**config.mk**
```make
export PLATFORM = sky130hd
export DESIGN_NAME = l2tp_tunnel_packet_classifier
export DESIGN_NICKNAME = d
export VERILOG_FILES = /design/src/rtl/l2tp_pkg.sv /design/src/rtl/l2tp_tunnel_packet_classifier.sv /design/src/rtl/l2tp_fifo.sv /design/src/rtl/l2tp_parse.sv /design/src/rtl/l2tp_filter.sv
export SDC_FILE = /design/constraint.sdc
export NUM_CORES = 2
export LEC_CHECK = 0
export BUFFER_PORTS_ARGS = -buffer_cell sky130_fd_sc_hd__buf_2
export CORE_UTILIZATION = 50
export CTS_CLUSTER_SIZE = 40
export DETAILED_ROUTE_END_ITERATION = 10
export PLACE_DENSITY_LB_ADDON = 0.12
export SYNTH_ARGS = -nofsm -noshare
export SYNTH_HDL_FRONTEND = slang
export SYNTH_SLANG_ARGS = --single-unit
```
**constraint.sdc**
```tcl
create_clock -name clk -period 16.7 [get_ports clk]
set_input_delay 4.175 -clock clk [delete_from_list [all_inputs] [get_ports clk]]
set_output_delay 4.175 -clock clk [all_outputs]
set_load 0.02 [all_outputs]
```
**src/rtl/l2tp_pkg.sv**
```systemverilog
// ----------------------------------------------------------------------------
// l2tp_pkg
// Shared types and constants of the L2TP tunnel packet classifier.
// ----------------------------------------------------------------------------
package l2tp_pkg;

  localparam int MAX_FRAME_BYTES_DEF = 65536;
  localparam int QUEUE_DEPTH_DEF     = 4;
  localparam int OUT_DEPTH           = 2;
  localparam int CFG_INDEX_W         = 3;
  localparam int CFG_DATA_W          = 48;

  localparam logic [CFG_INDEX_W-1:0] REG_FILTER_ENABLE = 3'd0;
  localparam logic [CFG_INDEX_W-1:0] REG_WANT_SRC_IP   = 3'd1;
  localparam logic [CFG_INDEX_W-1:0] REG_WANT_DST_IP   = 3'd2;
  localparam logic [CFG_INDEX_W-1:0] REG_WANT_SRC_MAC  = 3'd3;
  localparam logic [CFG_INDEX_W-1:0] REG_WANT_DST_MAC  = 3'd4;
  localparam logic [CFG_INDEX_W-1:0] REG_WANT_SRC_PORT = 3'd5;
  localparam logic [CFG_INDEX_W-1:0] REG_WANT_DST_PORT = 3'd6;

  localparam logic [2:0] CLS_CONTROL   = 3'd0;
  localparam logic [2:0] CLS_IP_UDP    = 3'd1;
  localparam logic [2:0] CLS_IP_TCP    = 3'd2;
  localparam logic [2:0] CLS_IP_ICMP   = 3'd3;
  localparam logic [2:0] CLS_IP_OTHER  = 3'd4;
  localparam logic [2:0] CLS_LCP       = 3'd5;
  localparam logic [2:0] CLS_CHAP      = 3'd6;
  localparam logic [2:0] CLS_PPP_OTHER = 3'd7;

  localparam logic [7:0]  ETH_IPV4_HI  = 8'h08;
  localparam logic [7:0]  ETH_IPV4_LO  = 8'h00;
  localparam logic [7:0]  IP_PROTO_UDP = 8'h11;
  localparam logic [7:0]  IP_PROTO_TCP = 8'h06;
  localparam logic [7:0]  IP_PROTO_ICMP = 8'h01;
  localparam logic [7:0]  PPP_ALL_STATIONS = 8'hFF;
  localparam logic [7:0]  PPP_CTRL     = 8'h03;
  localparam logic [15:0] PPP_IP       = 16'h0021;
  localparam logic [15:0] PPP_LCP      = 16'hC021;
  localparam logic [15:0] PPP_CHAP     = 16'hC223;

  typedef struct packed {
    logic [7:0] frame_byte;
    logic       frame_end;
  } frame_in_t;

  typedef struct packed {
    logic        report;
    logic [2:0]  frame_class;
    logic [15:0] tunnel_id;
    logic [15:0] sess_id;
    logic [15:0] outer_src_port;
    logic [15:0] outer_dst_port;
    logic [15:0] inner_src_port;
    logic [15:0] inner_dst_port;
    logic [31:0] report_number;
  } result_t;

  typedef struct packed {
    logic        ok;
    logic        ctl;
    logic [2:0]  cls;
    logic [47:0] dst_mac;
    logic [47:0] src_mac;
    logic [31:0] outer_src_ip;
    logic [31:0] outer_dst_ip;
    logic [31:0] inner_src_ip;
    logic [31:0] inner_dst_ip;
    logic [15:0] outer_sp;
    logic [15:0] outer_dp;
    logic [15:0] tunnel;
    logic [15:0] session;
    logic [15:0] inner_sp;
    logic [15:0] inner_dp;
  } frame_sum_t;

endpackage

```
**src/rtl/l2tp_tunnel_packet_classifier.sv**
```systemverilog
// ----------------------------------------------------------------------------
// l2tp_tunnel_packet_classifier
// L2TP-over-UDP/IPv4 frame classifier and filter, one frame byte per beat.
// ----------------------------------------------------------------------------
// Throughput: one frame byte is accepted every cycle while the summary queue is not full.
// The frame summary is written into the summary queue with the last accepted byte;
// the filter moves it into the result queue as a result beat, which waits there for pop.
// Input stalls only when the summary queue between parser and filter is full.
// Synchronous reset empties both queues and clears all registers and counts.
module l2tp_tunnel_packet_classifier
  import l2tp_pkg::*;
#(
  parameter int MAX_FRAME_BYTES = MAX_FRAME_BYTES_DEF,
  parameter int QUEUE_DEPTH     = QUEUE_DEPTH_DEF
) (
  input  logic                   clk,
  input  logic                   rst,
  input  logic                   push,
  output logic                   full,
  input  frame_in_t              frame,
  output logic                   empty,
  input  logic                   pop,
  output result_t                result,
  input  logic                   cfg_write,
  input  logic [CFG_INDEX_W-1:0] cfg_index,
  input  logic [CFG_DATA_W-1:0]  cfg_data
);
  logic       accept;
  logic       sum_push, sum_empty, sum_take, res_full, res_push;
  frame_sum_t sum_in, sum_out;
  result_t    res;

  assign accept = push && !full;

  l2tp_parse #(.MAX_FRAME_BYTES(MAX_FRAME_BYTES)) u_parse (
    .clk(clk), .rst(rst), .accept(accept), .frame(frame),
    .sum_push(sum_push), .sum(sum_in)
  );

  l2tp_fifo #(.WIDTH($bits(frame_sum_t)), .DEPTH(QUEUE_DEPTH)) u_sum_q (
    .clk(clk), .rst(rst), .wr(sum_push), .wdata(sum_in), .rd(sum_take),
    .rdata(sum_out), .full(full), .empty(sum_empty)
  );

  l2tp_filter u_filter (
    .clk(clk), .rst(rst), .cfg_write(cfg_write), .cfg_index(cfg_index),
    .cfg_data(cfg_data), .sum_valid(!sum_empty), .sum(sum_out),
    .sum_take(sum_take), .res_full(res_full), .res_push(res_push), .res(res)
  );

  l2tp_fifo #(.WIDTH($bits(result_t)), .DEPTH(OUT_DEPTH)) u_res_q (
    .clk(clk), .rst(rst), .wr(res_push), .wdata(res), .rd(pop),
    .rdata(result), .full(res_full), .empty(empty)
  );
endmodule

```
**src/rtl/l2tp_fifo.sv**
```systemverilog
// ----------------------------------------------------------------------------
// l2tp_fifo
// Small first-in first-out queue of fixed-width entries.
// ----------------------------------------------------------------------------
module l2tp_fifo #(
  parameter int WIDTH = 8,
  parameter int DEPTH = 4
) (
  input  logic             clk,
  input  logic             rst,
  input  logic             wr,
  input  logic [WIDTH-1:0] wdata,
  input  logic             rd,
  output logic [WIDTH-1:0] rdata,
  output logic             full,
  output logic             empty
);
  localparam int AW = (DEPTH > 1) ? $clog2(DEPTH) : 1;

  logic [WIDTH-1:0] mem [DEPTH];
  logic [AW-1:0]    wptr;
  logic [AW-1:0]    rptr;
  logic [AW:0]      fill;
  logic             do_wr;
  logic             do_rd;

  assign full  = (fill == (AW+1)'(DEPTH));
  assign empty = (fill == '0);
  assign do_wr = wr && !full;
  assign do_rd = rd && !empty;
  assign rdata = mem[rptr];

  always_ff @(posedge clk) begin
    if (do_wr) begin
      mem[wptr] <= wdata;
    end
  end

  always_ff @(posedge clk) begin
    if (rst) begin
      wptr <= '0;
      rptr <= '0;
      fill <= '0;
    end else begin
      if (do_wr) begin
        wptr <= (wptr == AW'(DEPTH - 1)) ? '0 : wptr + 1'b1;
      end
      if (do_rd) begin
        rptr <= (rptr == AW'(DEPTH - 1)) ? '0 : rptr + 1'b1;
      end
      if (do_wr && !do_rd) begin
        fill <= fill + 1'b1;
      end else if (do_rd && !do_wr) begin
        fill <= fill - 1'b1;
      end
    end
  end
endmodule

```
**src/rtl/l2tp_parse.sv**
```systemverilog
// ----------------------------------------------------------------------------
// l2tp_parse
// Byte-wise header parser; emits one frame summary on the last byte.
// ----------------------------------------------------------------------------
module l2tp_parse
  import l2tp_pkg::*;
#(
  parameter int MAX_FRAME_BYTES = MAX_FRAME_BYTES_DEF
) (
  input  logic       clk,
  input  logic       rst,
  input  logic       accept,
  input  frame_in_t  frame,
  output logic       sum_push,
  output frame_sum_t sum
);
  localparam int PW = $clog2(MAX_FRAME_BYTES + 1);
  localparam int CW = (PW > 10) ? PW : 10;

  logic [PW-1:0] pos;
  logic [5:0]    ohl, ohl_next, ihl, ihl_next;
  logic [7:0]    flags_hi, flags_hi_next;
  logic [CW-1:0] ppp_start, ppp_start_next;
  logic [47:0]   mac0, mac0_next, mac1, mac1_next;
  logic [31:0]   ip0, ip0_next, ip1, ip1_next, ip2, ip2_next, ip3, ip3_next;
  logic [15:0]   pt0, pt0_next, pt1, pt1_next, pt2, pt2_next, pt3, pt3_next;
  logic [15:0]   pt4, pt4_next, pt5, pt5_next, proto0, proto0_next;
  logic [7:0]    proto1, proto1_next;
  logic          rej, rej_next;

  logic [7:0]    b;
  logic [CW-1:0] p, u, h, t, q, inr;
  logic [CW:0]   cnt;
  logic          after, ctl, len_ok;
  logic [2:0]    cls;

  assign b = frame.frame_byte;
  assign p = CW'(pos);

  always_comb begin
    mac0_next      = mac0;
    mac1_next      = mac1;
    ip0_next       = ip0;
    ip1_next       = ip1;
    ip2_next       = ip2;
    ip3_next       = ip3;
    pt0_next       = pt0;
    pt1_next       = pt1;
    pt2_next       = pt2;
    pt3_next       = pt3;
    pt4_next       = pt4;
    pt5_next       = pt5;
    proto0_next    = proto0;
    proto1_next    = proto1;
    flags_hi_next  = flags_hi;
    ppp_start_next = ppp_start;
    ihl_next       = ihl;
    rej_next       = rej;

    if (p < CW'(6)) begin
      mac0_next = {mac0[39:0], b};
    end else if (p < CW'(12)) begin
      mac1_next = {mac1[39:0], b};
    end
    if ((p == CW'(12) && b != ETH_IPV4_HI) || (p == CW'(13) && b != ETH_IPV4_LO)) begin
      rej_next = 1'b1;
    end
    ohl_next = (p == CW'(14)) ? {b[3:0], 2'b00} : ohl;
    if (p == CW'(23) && b != IP_PROTO_UDP) begin
      rej_next = 1'b1;
    end
    if (p >= CW'(26) && p < CW'(30)) ip0_next = {ip0[23:0], b};
    if (p >= CW'(30) && p < CW'(34)) ip1_next = {ip1[23:0], b};

    u = CW'(14) + CW'(ohl_next);
    if (p == u || p == u + CW'(1)) pt0_next = {pt0[7:0], b};
    if (p == u + CW'(2) || p == u + CW'(3)) pt1_next = {pt1[7:0], b};

    h = u + CW'(8);
    if (p == h) begin
      flags_hi_next  = b;
      ppp_start_next = h + CW'(6) + (b[6] ? CW'(2) : '0) + (b[3] ? CW'(4) : '0)
                     + (b[1] ? CW'(2) : '0);
    end
    if (p == h + CW'(1)) begin
      if (flags_hi[7] && (!flags_hi[6] || !flags_hi[3] || flags_hi[1] || flags_hi[0])) begin
        rej_next = 1'b1;
      end
      if (flags_hi[5] || flags_hi[4] || flags_hi[2] || (b[7:4] != 4'd0)) begin
        rej_next = 1'b1;
      end
    end
    after = (p > h);

    t   = h + (flags_hi_next[6] ? CW'(4) : CW'(2));
    q   = ppp_start_next;
    ihl_next = (after && p == q + CW'(4)) ? {b[3:0], 2'b00} : ihl;
    inr = q + CW'(4) + CW'(ihl_next);
    if (after) begin
      if (p == t || p == t + CW'(1)) pt2_next = {pt2[7:0], b};
      if (p == t + CW'(2) || p == t + CW'(3)) pt3_next = {pt3[7:0], b};
      if (!flags_hi_next[7]) begin
        if ((p == q && b != PPP_ALL_STATIONS) || (p == q + CW'(1) && b != PPP_CTRL)) begin
          rej_next = 1'b1;
        end
      end
      if (p == q + CW'(2) || p == q + CW'(3)) proto0_next = {proto0[7:0], b};
      if (p == q + CW'(13)) proto1_next = b;
      if (p >= q + CW'(16) && p < q + CW'(20)) ip2_next = {ip2[23:0], b};
      if (p >= q + CW'(20) && p < q + CW'(24)) ip3_next = {ip3[23:0], b};
      if (p == inr || p == inr + CW'(1)) pt4_next = {pt4[7:0], b};
      if (p == inr + CW'(2) || p == inr + CW'(3)) pt5_next = {pt5[7:0], b};
    end
  end

  always_comb begin
    ctl    = flags_hi_next[7];
    cnt    = {1'b0, p} + (CW+1)'(1);
    len_ok = (cnt >= (CW+1)'(34)) && (cnt >= {1'b0, h} + (CW+1)'(2));
    cls    = CLS_CONTROL;
    if (!ctl) begin
      len_ok = len_ok && (cnt >= {1'b0, q} + (CW+1)'(4));
      if (proto0_next == PPP_IP) begin
        len_ok = len_ok && (cnt >= {1'b0, q} + (CW+1)'(24))
               && (cnt >= {1'b0, inr} + (CW+1)'(4));
        case (proto1_next)
          IP_PROTO_UDP:  cls = CLS_IP_UDP;
          IP_PROTO_TCP:  cls = CLS_IP_TCP;
          IP_PROTO_ICMP: cls = CLS_IP_ICMP;
          default:       cls = CLS_IP_OTHER;
        endcase
      end else if (proto0_next == PPP_LCP) begin
        cls = CLS_LCP;
      end else if (proto0_next == PPP_CHAP) begin
        cls = CLS_CHAP;
      end else begin
        cls = CLS_PPP_OTHER;
      end
    end
  end

  assign sum_push         = accept && frame.frame_end;
  assign sum.ok           = !rej_next && len_ok;
  assign sum.ctl          = ctl;
  assign sum.cls          = cls;
  assign sum.dst_mac      = mac0_next;
  assign sum.src_mac      = mac1_next;
  assign sum.outer_src_ip = ip0_next;
  assign sum.outer_dst_ip = ip1_next;
  assign sum.inner_src_ip = ip2_next;
  assign sum.inner_dst_ip = ip3_next;
  assign sum.outer_sp     = pt0_next;
  assign sum.outer_dp     = pt1_next;
  assign sum.tunnel       = pt2_next;
  assign sum.session      = pt3_next;
  assign sum.inner_sp     = pt4_next;
  assign sum.inner_dp     = pt5_next;

  always_ff @(posedge clk) begin
    if (rst || sum_push) begin
      pos <= '0; ohl <= '0; ihl <= '0; flags_hi <= '0;
      ppp_start <= '0; mac0 <= '0; mac1 <= '0;
      ip0 <= '0; ip1 <= '0; ip2 <= '0; ip3 <= '0;
      pt0 <= '0; pt1 <= '0; pt2 <= '0; pt3 <= '0; pt4 <= '0; pt5 <= '0;
      proto0 <= '0; proto1 <= '0; rej <= 1'b0;
    end else if (accept) begin
      if (pos < PW'(MAX_FRAME_BYTES)) begin
        pos <= pos + 1'b1;
      end
      ohl <= ohl_next; ihl <= ihl_next;
      flags_hi <= flags_hi_next;
      ppp_start <= ppp_start_next; mac0 <= mac0_next; mac1 <= mac1_next;
      ip0 <= ip0_next; ip1 <= ip1_next; ip2 <= ip2_next; ip3 <= ip3_next;
      pt0 <= pt0_next; pt1 <= pt1_next; pt2 <= pt2_next;
      pt3 <= pt3_next; pt4 <= pt4_next; pt5 <= pt5_next;
      proto0 <= proto0_next; proto1 <= proto1_next; rej <= rej_next;
    end
  end
endmodule

```
**src/rtl/l2tp_filter.sv**
```systemverilog
// ----------------------------------------------------------------------------
// l2tp_filter
// Applies the per-class address and port filters, counts reported frames
// and builds the result beat.
// ----------------------------------------------------------------------------
module l2tp_filter
  import l2tp_pkg::*;
(
  input  logic                   clk,
  input  logic                   rst,
  input  logic                   cfg_write,
  input  logic [CFG_INDEX_W-1:0] cfg_index,
  input  logic [CFG_DATA_W-1:0]  cfg_data,
  input  logic                   sum_valid,
  input  frame_sum_t             sum,
  output logic                   sum_take,
  input  logic                   res_full,
  output logic                   res_push,
  output result_t                res
);
  logic        filter_enable;
  logic [31:0] want_src_ip, want_dst_ip;
  logic [47:0] want_src_mac, want_dst_mac;
  logic [15:0] want_src_port, want_dst_port;
  logic [31:0] count, count_next;
  logic        pass, f1, f2, f3, f4, sip, dip, macok;

  always_ff @(posedge clk) begin
    if (rst) begin
      filter_enable <= 1'b0;
      want_src_ip   <= '0;
      want_dst_ip   <= '0;
      want_src_mac  <= '0;
      want_dst_mac  <= '0;
      want_src_port <= '0;
      want_dst_port <= '0;
    end else if (cfg_write) begin
      case (cfg_index)
        REG_FILTER_ENABLE: filter_enable <= cfg_data[0];
        REG_WANT_SRC_IP:   want_src_ip   <= cfg_data[31:0];
        REG_WANT_DST_IP:   want_dst_ip   <= cfg_data[31:0];
        REG_WANT_SRC_MAC:  want_src_mac  <= cfg_data;
        REG_WANT_DST_MAC:  want_dst_mac  <= cfg_data;
        REG_WANT_SRC_PORT: want_src_port <= cfg_data[15:0];
        REG_WANT_DST_PORT: want_dst_port <= cfg_data[15:0];
        default: ;
      endcase
    end
  end

  always_comb begin
    f1    = (want_src_ip == '0) || (want_src_ip == sum.outer_src_ip);
    f2    = (want_dst_ip == '0) || (want_dst_ip == sum.outer_dst_ip);
    f3    = (want_src_port == '0) || (want_src_port == sum.outer_sp);
    f4    = (want_dst_port == '0) || (want_dst_port == sum.outer_dp);
    sip   = f1 || (want_src_ip == sum.inner_src_ip);
    dip   = f2 || (want_dst_ip == sum.inner_dst_ip);
    macok = ((want_src_mac == '0) || (want_src_mac == sum.src_mac))
         && ((want_dst_mac == '0) || (want_dst_mac == sum.dst_mac));
    pass  = sum.ok;
    if (sum.ok && filter_enable) begin
      case (sum.cls)
        CLS_CONTROL: pass = f1 && f2;
        CLS_IP_UDP:  pass = macok && sip && dip
                          && (f3 || want_src_port == sum.inner_sp)
                          && (f4 || want_dst_port == sum.inner_dp);
        CLS_IP_TCP:  pass = macok && sip && dip
                          && ((want_src_port == '0) || (want_src_port == sum.inner_sp))
                          && ((want_dst_port == '0) || (want_dst_port == sum.inner_dp));
        CLS_IP_ICMP: pass = macok && sip && dip && f3 && f4;
        CLS_LCP, CLS_CHAP: pass = macok && f1 && f2 && f3 && f4;
        default:     pass = 1'b0;
      endcase
    end
    count_next = pass ? count + 32'd1 : count;

    res                = '0;
    res.report_number  = count_next;
    if (pass) begin
      res.report         = 1'b1;
      res.frame_class    = sum.cls;
      res.outer_src_port = sum.outer_sp;
      res.outer_dst_port = sum.outer_dp;
      if (!sum.ctl) begin
        res.tunnel_id = sum.tunnel;
        res.sess_id   = sum.session;
      end
      if (sum.cls == CLS_IP_UDP || sum.cls == CLS_IP_TCP) begin
        res.inner_src_port = sum.inner_sp;
        res.inner_dst_port = sum.inner_dp;
      end
    end
  end

  assign sum_take = sum_valid && !res_full;
  assign res_push = sum_take;

  always_ff @(posedge clk) begin
    if (rst) begin
      count <= '0;
    end else if (sum_take) begin
      count <= count_next;
    end
  end
endmodule

```
==> impl_metrics.env <==
export IMPL_cts_buffers=218
export IMPL_crit_required_ps=17330
export IMPL_place_gp_congestion=0.9449
export IMPL_fp_dieW_um=443.4
export IMPL_reg2reg_from="u_parse.p[0]"
export IMPL_syn_area_per_cell_um2=13.34
export IMPL_period_share=0.9403
export IMPL_synth_seq_cells=2202
export IMPL_detailed_place_hpwl_um=178500
export IMPL_maxCapViolations=0
export IMPL_antenna_left=0
export IMPL_status="complete, no violations"
export IMPL_p_total_uw=14920
export IMPL_utilization=0.5603
export IMPL_critPathSlowestCell="a2111oi_4"
export IMPL_synthTopCellsByArea="edfxtp_1, dfxtp_1, mux4_2"
export IMPL_overflow=0
export IMPL_track_usage=0.2719
export IMPL_grt_pass1_vias=58710
export IMPL_port_buffers=198
export IMPL_tightest_slew_ps=1197
export IMPL_critPathMaxStageDelay_ps=590
export IMPL_drt_iter0_markers=5315
export IMPL_vdd_ir_drop_max_mv=0.1344
export IMPL_drc_errors=0
export IMPL_p_per_area_nw_per_um2=138.0
export IMPL_grt_pass1_wl_um=398000
export IMPL_synthesis_nets=7533
export IMPL_netlist_area_um2=97420
export IMPL_worst_setup_path_start_kind="input pin"
export IMPL_finalSetupViolCount=0
export IMPL_synth_edf_count=1564
export IMPL_path_delay_family="simple AND/OR/NAND/NOR gates"
export IMPL_slew_violations=0
export IMPL_yosysWarnings=0
export IMPL_start_util=0.5048
export IMPL_cts_tree="built"
export IMPL_die_y_um=443.4
export IMPL_hold_buffers=0
export IMPL_nNetsFinal=7690
export IMPL_core_area_um2=193000
export IMPL_cp_arrival_ps=16340
export IMPL_cts_max_level=4
export IMPL_yosysTopAreaCell="edfxtp_1"
export IMPL_grt_max_degree=146
export IMPL_routedWlPerCell_um=26.59
export IMPL_place_area_um2=101200
export IMPL_dp_cells=9763
export IMPL_setup_tns_ps=0
export IMPL_cts_root_buffer="clkbuf_16"
export IMPL_via_per_inst=5.910
export IMPL_layoutNonFillerInstCount=10184
export IMPL_ys_seq_area_frac=0.6132
export IMPL_critPathKind="input pin to flop"
export IMPL_period_minus_slack_ps=15700
export IMPL_clock_path_buffers=3
export IMPL_wl_um=270800
export IMPL_synth_flop_cell="edfxtp_1"
export IMPL_rows=161
export IMPL_async_reset_ff_frac=0
export IMPL_drive_gt1_frac=0.1946
export IMPL_cts_resized=0
export IMPL_critical_path_endpoint_type="flop"
export IMPL_nFillCells=15747
export IMPL_synth_distinct_cells=108
export IMPL_synthCells=7300
export IMPL_dr_pass1_iters=6
export IMPL_critPathMaxFanout=20
export IMPL_yosysTopAreaCellShare=0.4821
export IMPL_syn_to_final_growth_pct=11.00
export IMPL_die_area_um2=196600
export IMPL_antenna_found_initial=12
export IMPL_path_buf_inv=4
export IMPL_hp_class="flop to flop"
export IMPL_fmax_mhz=63.68
export IMPL_crit_path_start="frame[1]"
export IMPL_rsz0062_at_grt="false"
export IMPL_min_delay_start="u_parse.flags_hi[1]"
export IMPL_hold_viol_final=0
export IMPL_clock_skew_final_ps=46.15
export IMPL_clk_pin_slew_ps=60
export IMPL_finish_instance_area_um2=108100
export IMPL_vias=60191
export IMPL_cts_sinks=2202
export IMPL_relSlewSlack=0.1976
export IMPL_clock_latency_ps=880
export IMPL_ioPinCount=199
export IMPL_p_leak_uw=0.03664
export IMPL_cts_setup_buffers=0
cell families after synthesis:
logic type,count (synthesis),share of synthesized area
AND/OR/NAND/NOR,2307,0.1101
flip-flops,2202,0.6132
multiplexers,900,0.1404
AO/OA/AOI/OAI,676,0.04296
XOR/XNOR,571,0.05217
buffers and inverters,474,0.01925
adder cells (fa/ha/maj),169,0.02191
other,1,0.00003849
flip-flops by register name, indices dropped and copies added, names as in the netlist, 48 cells and up, named ones only:
signal                 count
u_res_q.mem              264
u_filter.want_dst_mac     48
u_sum_q.mem             1300
u_parse.mac0              48
u_filter.want_src_mac     48
u_parse.mac1              48
where the power goes:
part           internal (uW)  leakage, uW  switching (uW)
combinational           1420       0.0136            2120
sequential              6460       0.0197             220
clock                   2620      0.00338            2070
total                  10500       0.0366            4420
metal layers:
layer,track usage,vias to the layer above,part of all wire
met2,0.4303,1827,0.47
met3,0.04016,411,0.058
met5,0,-,0.00010
li1,-,27396,-
met1,0.3861,30553,0.44
met4,0.08903,4,0.031
final timing paths:
kind                               to  slack [ps]  depth (start not counted)
setup / recovery    u_sum_q.mem[2][2]        1000                         47
hold / removal    u_parse.flags_hi[1]         460                          2
setup reg to reg    u_sum_q.mem[2][2]        2120                         50
hold reg to reg   u_parse.flags_hi[1]         460                          2
synthesized netlist by cell type, types with 12 or more instances:
cell type / count
buf_2: 20
mux2i_1: 133
mux4_2: 325
nand4_1: 122
ha_1: 165
and2_1: 89
o31ai_1: 18
a31oi_1: 28
and3_1: 47
dfxtp_1: 638
xor2_1: 108
nor3_1: 273
mux2_2: 419
buf_1: 56
inv_1: 69
edfxtp_1: 1564
nand3_1: 114
o21a_1: 25
a21o_1: 56
a211oi_1: 17
nand2b_1: 26
nor2b_1: 56
o21ai_0: 110
nor4_1: 105
xnor2_1: 457
o211ai_1: 14
nor2_1: 720
nand2_1: 645
and4_1: 12
clkbuf_1: 309
mux2_4: 12
a21oi_1: 314
or3_1: 24
worst reg2reg max path, delay by kind of cell (launching register included):
family	cells	cell delay [ps]
AO/OA/AOI/OAI	11	3190
XOR/XNOR	1	440
adder cells (fa/ha/maj)	7	2170
buffers and inverters	4	810
flip-flops	1	570
multiplexers	1	460
AND/OR/NAND/NOR	26	6750
area by class of cell:
class | instances | area [um2] | share of cell area
antenna | 5 | 12.51 | 0.0001157
clock buffer | 331 | 6266 | 0.05795
clock inverter | 85 | 605.6 | 0.005600
inverter | 75 | 281.5 | 0.002603
multi-input combinational | 4624 | 35960 | 0.3326
sequential | 2202 | 59750 | 0.5526
tap | 2526 | 3161 | 0.02923
timing repair buffer | 336 | 2098 | 0.01940
stage by stage:
step / worst slack [ps] / hold slack, ps
2_1_floorplan: 1794 / 431.2
3_3_place_gp: 630.9 / 439.1
3_5_place_dp: 442.5 / 454.3
4_1_cts: 1351 / 460.5
5_1_grt: 317.4 / 475.4
6_report: 997.3 / 462.1
placed cells by master (no fill, tap or decap), drive strengths merged, types with 24 or more instances in the layout:
| master | count |
|---|---|
| dfxtp | 638 |
| nor3 | 278 |
| ha | 165 |
| nand2b | 26 |
| o21a | 25 |
| nand4 | 122 |
| clkbuf | 332 |
| and3 | 48 |
| xnor2 | 459 |
| buf | 335 |
| nand3 | 115 |
| xor2 | 108 |
| mux4 | 325 |
| nor2 | 721 |
| mux2 | 441 |
| inv | 79 |
| nor2b | 56 |
| nor4 | 108 |
| a31oi | 30 |
| nand2 | 646 |
| o21ai | 116 |
| mux2i | 134 |
| a21o | 56 |
| a21oi | 316 |
| or3 | 24 |
| clkinv | 74 |
| edfxtp | 1564 |
| and2 | 91 |
Power figures use the tool's default switching activity.
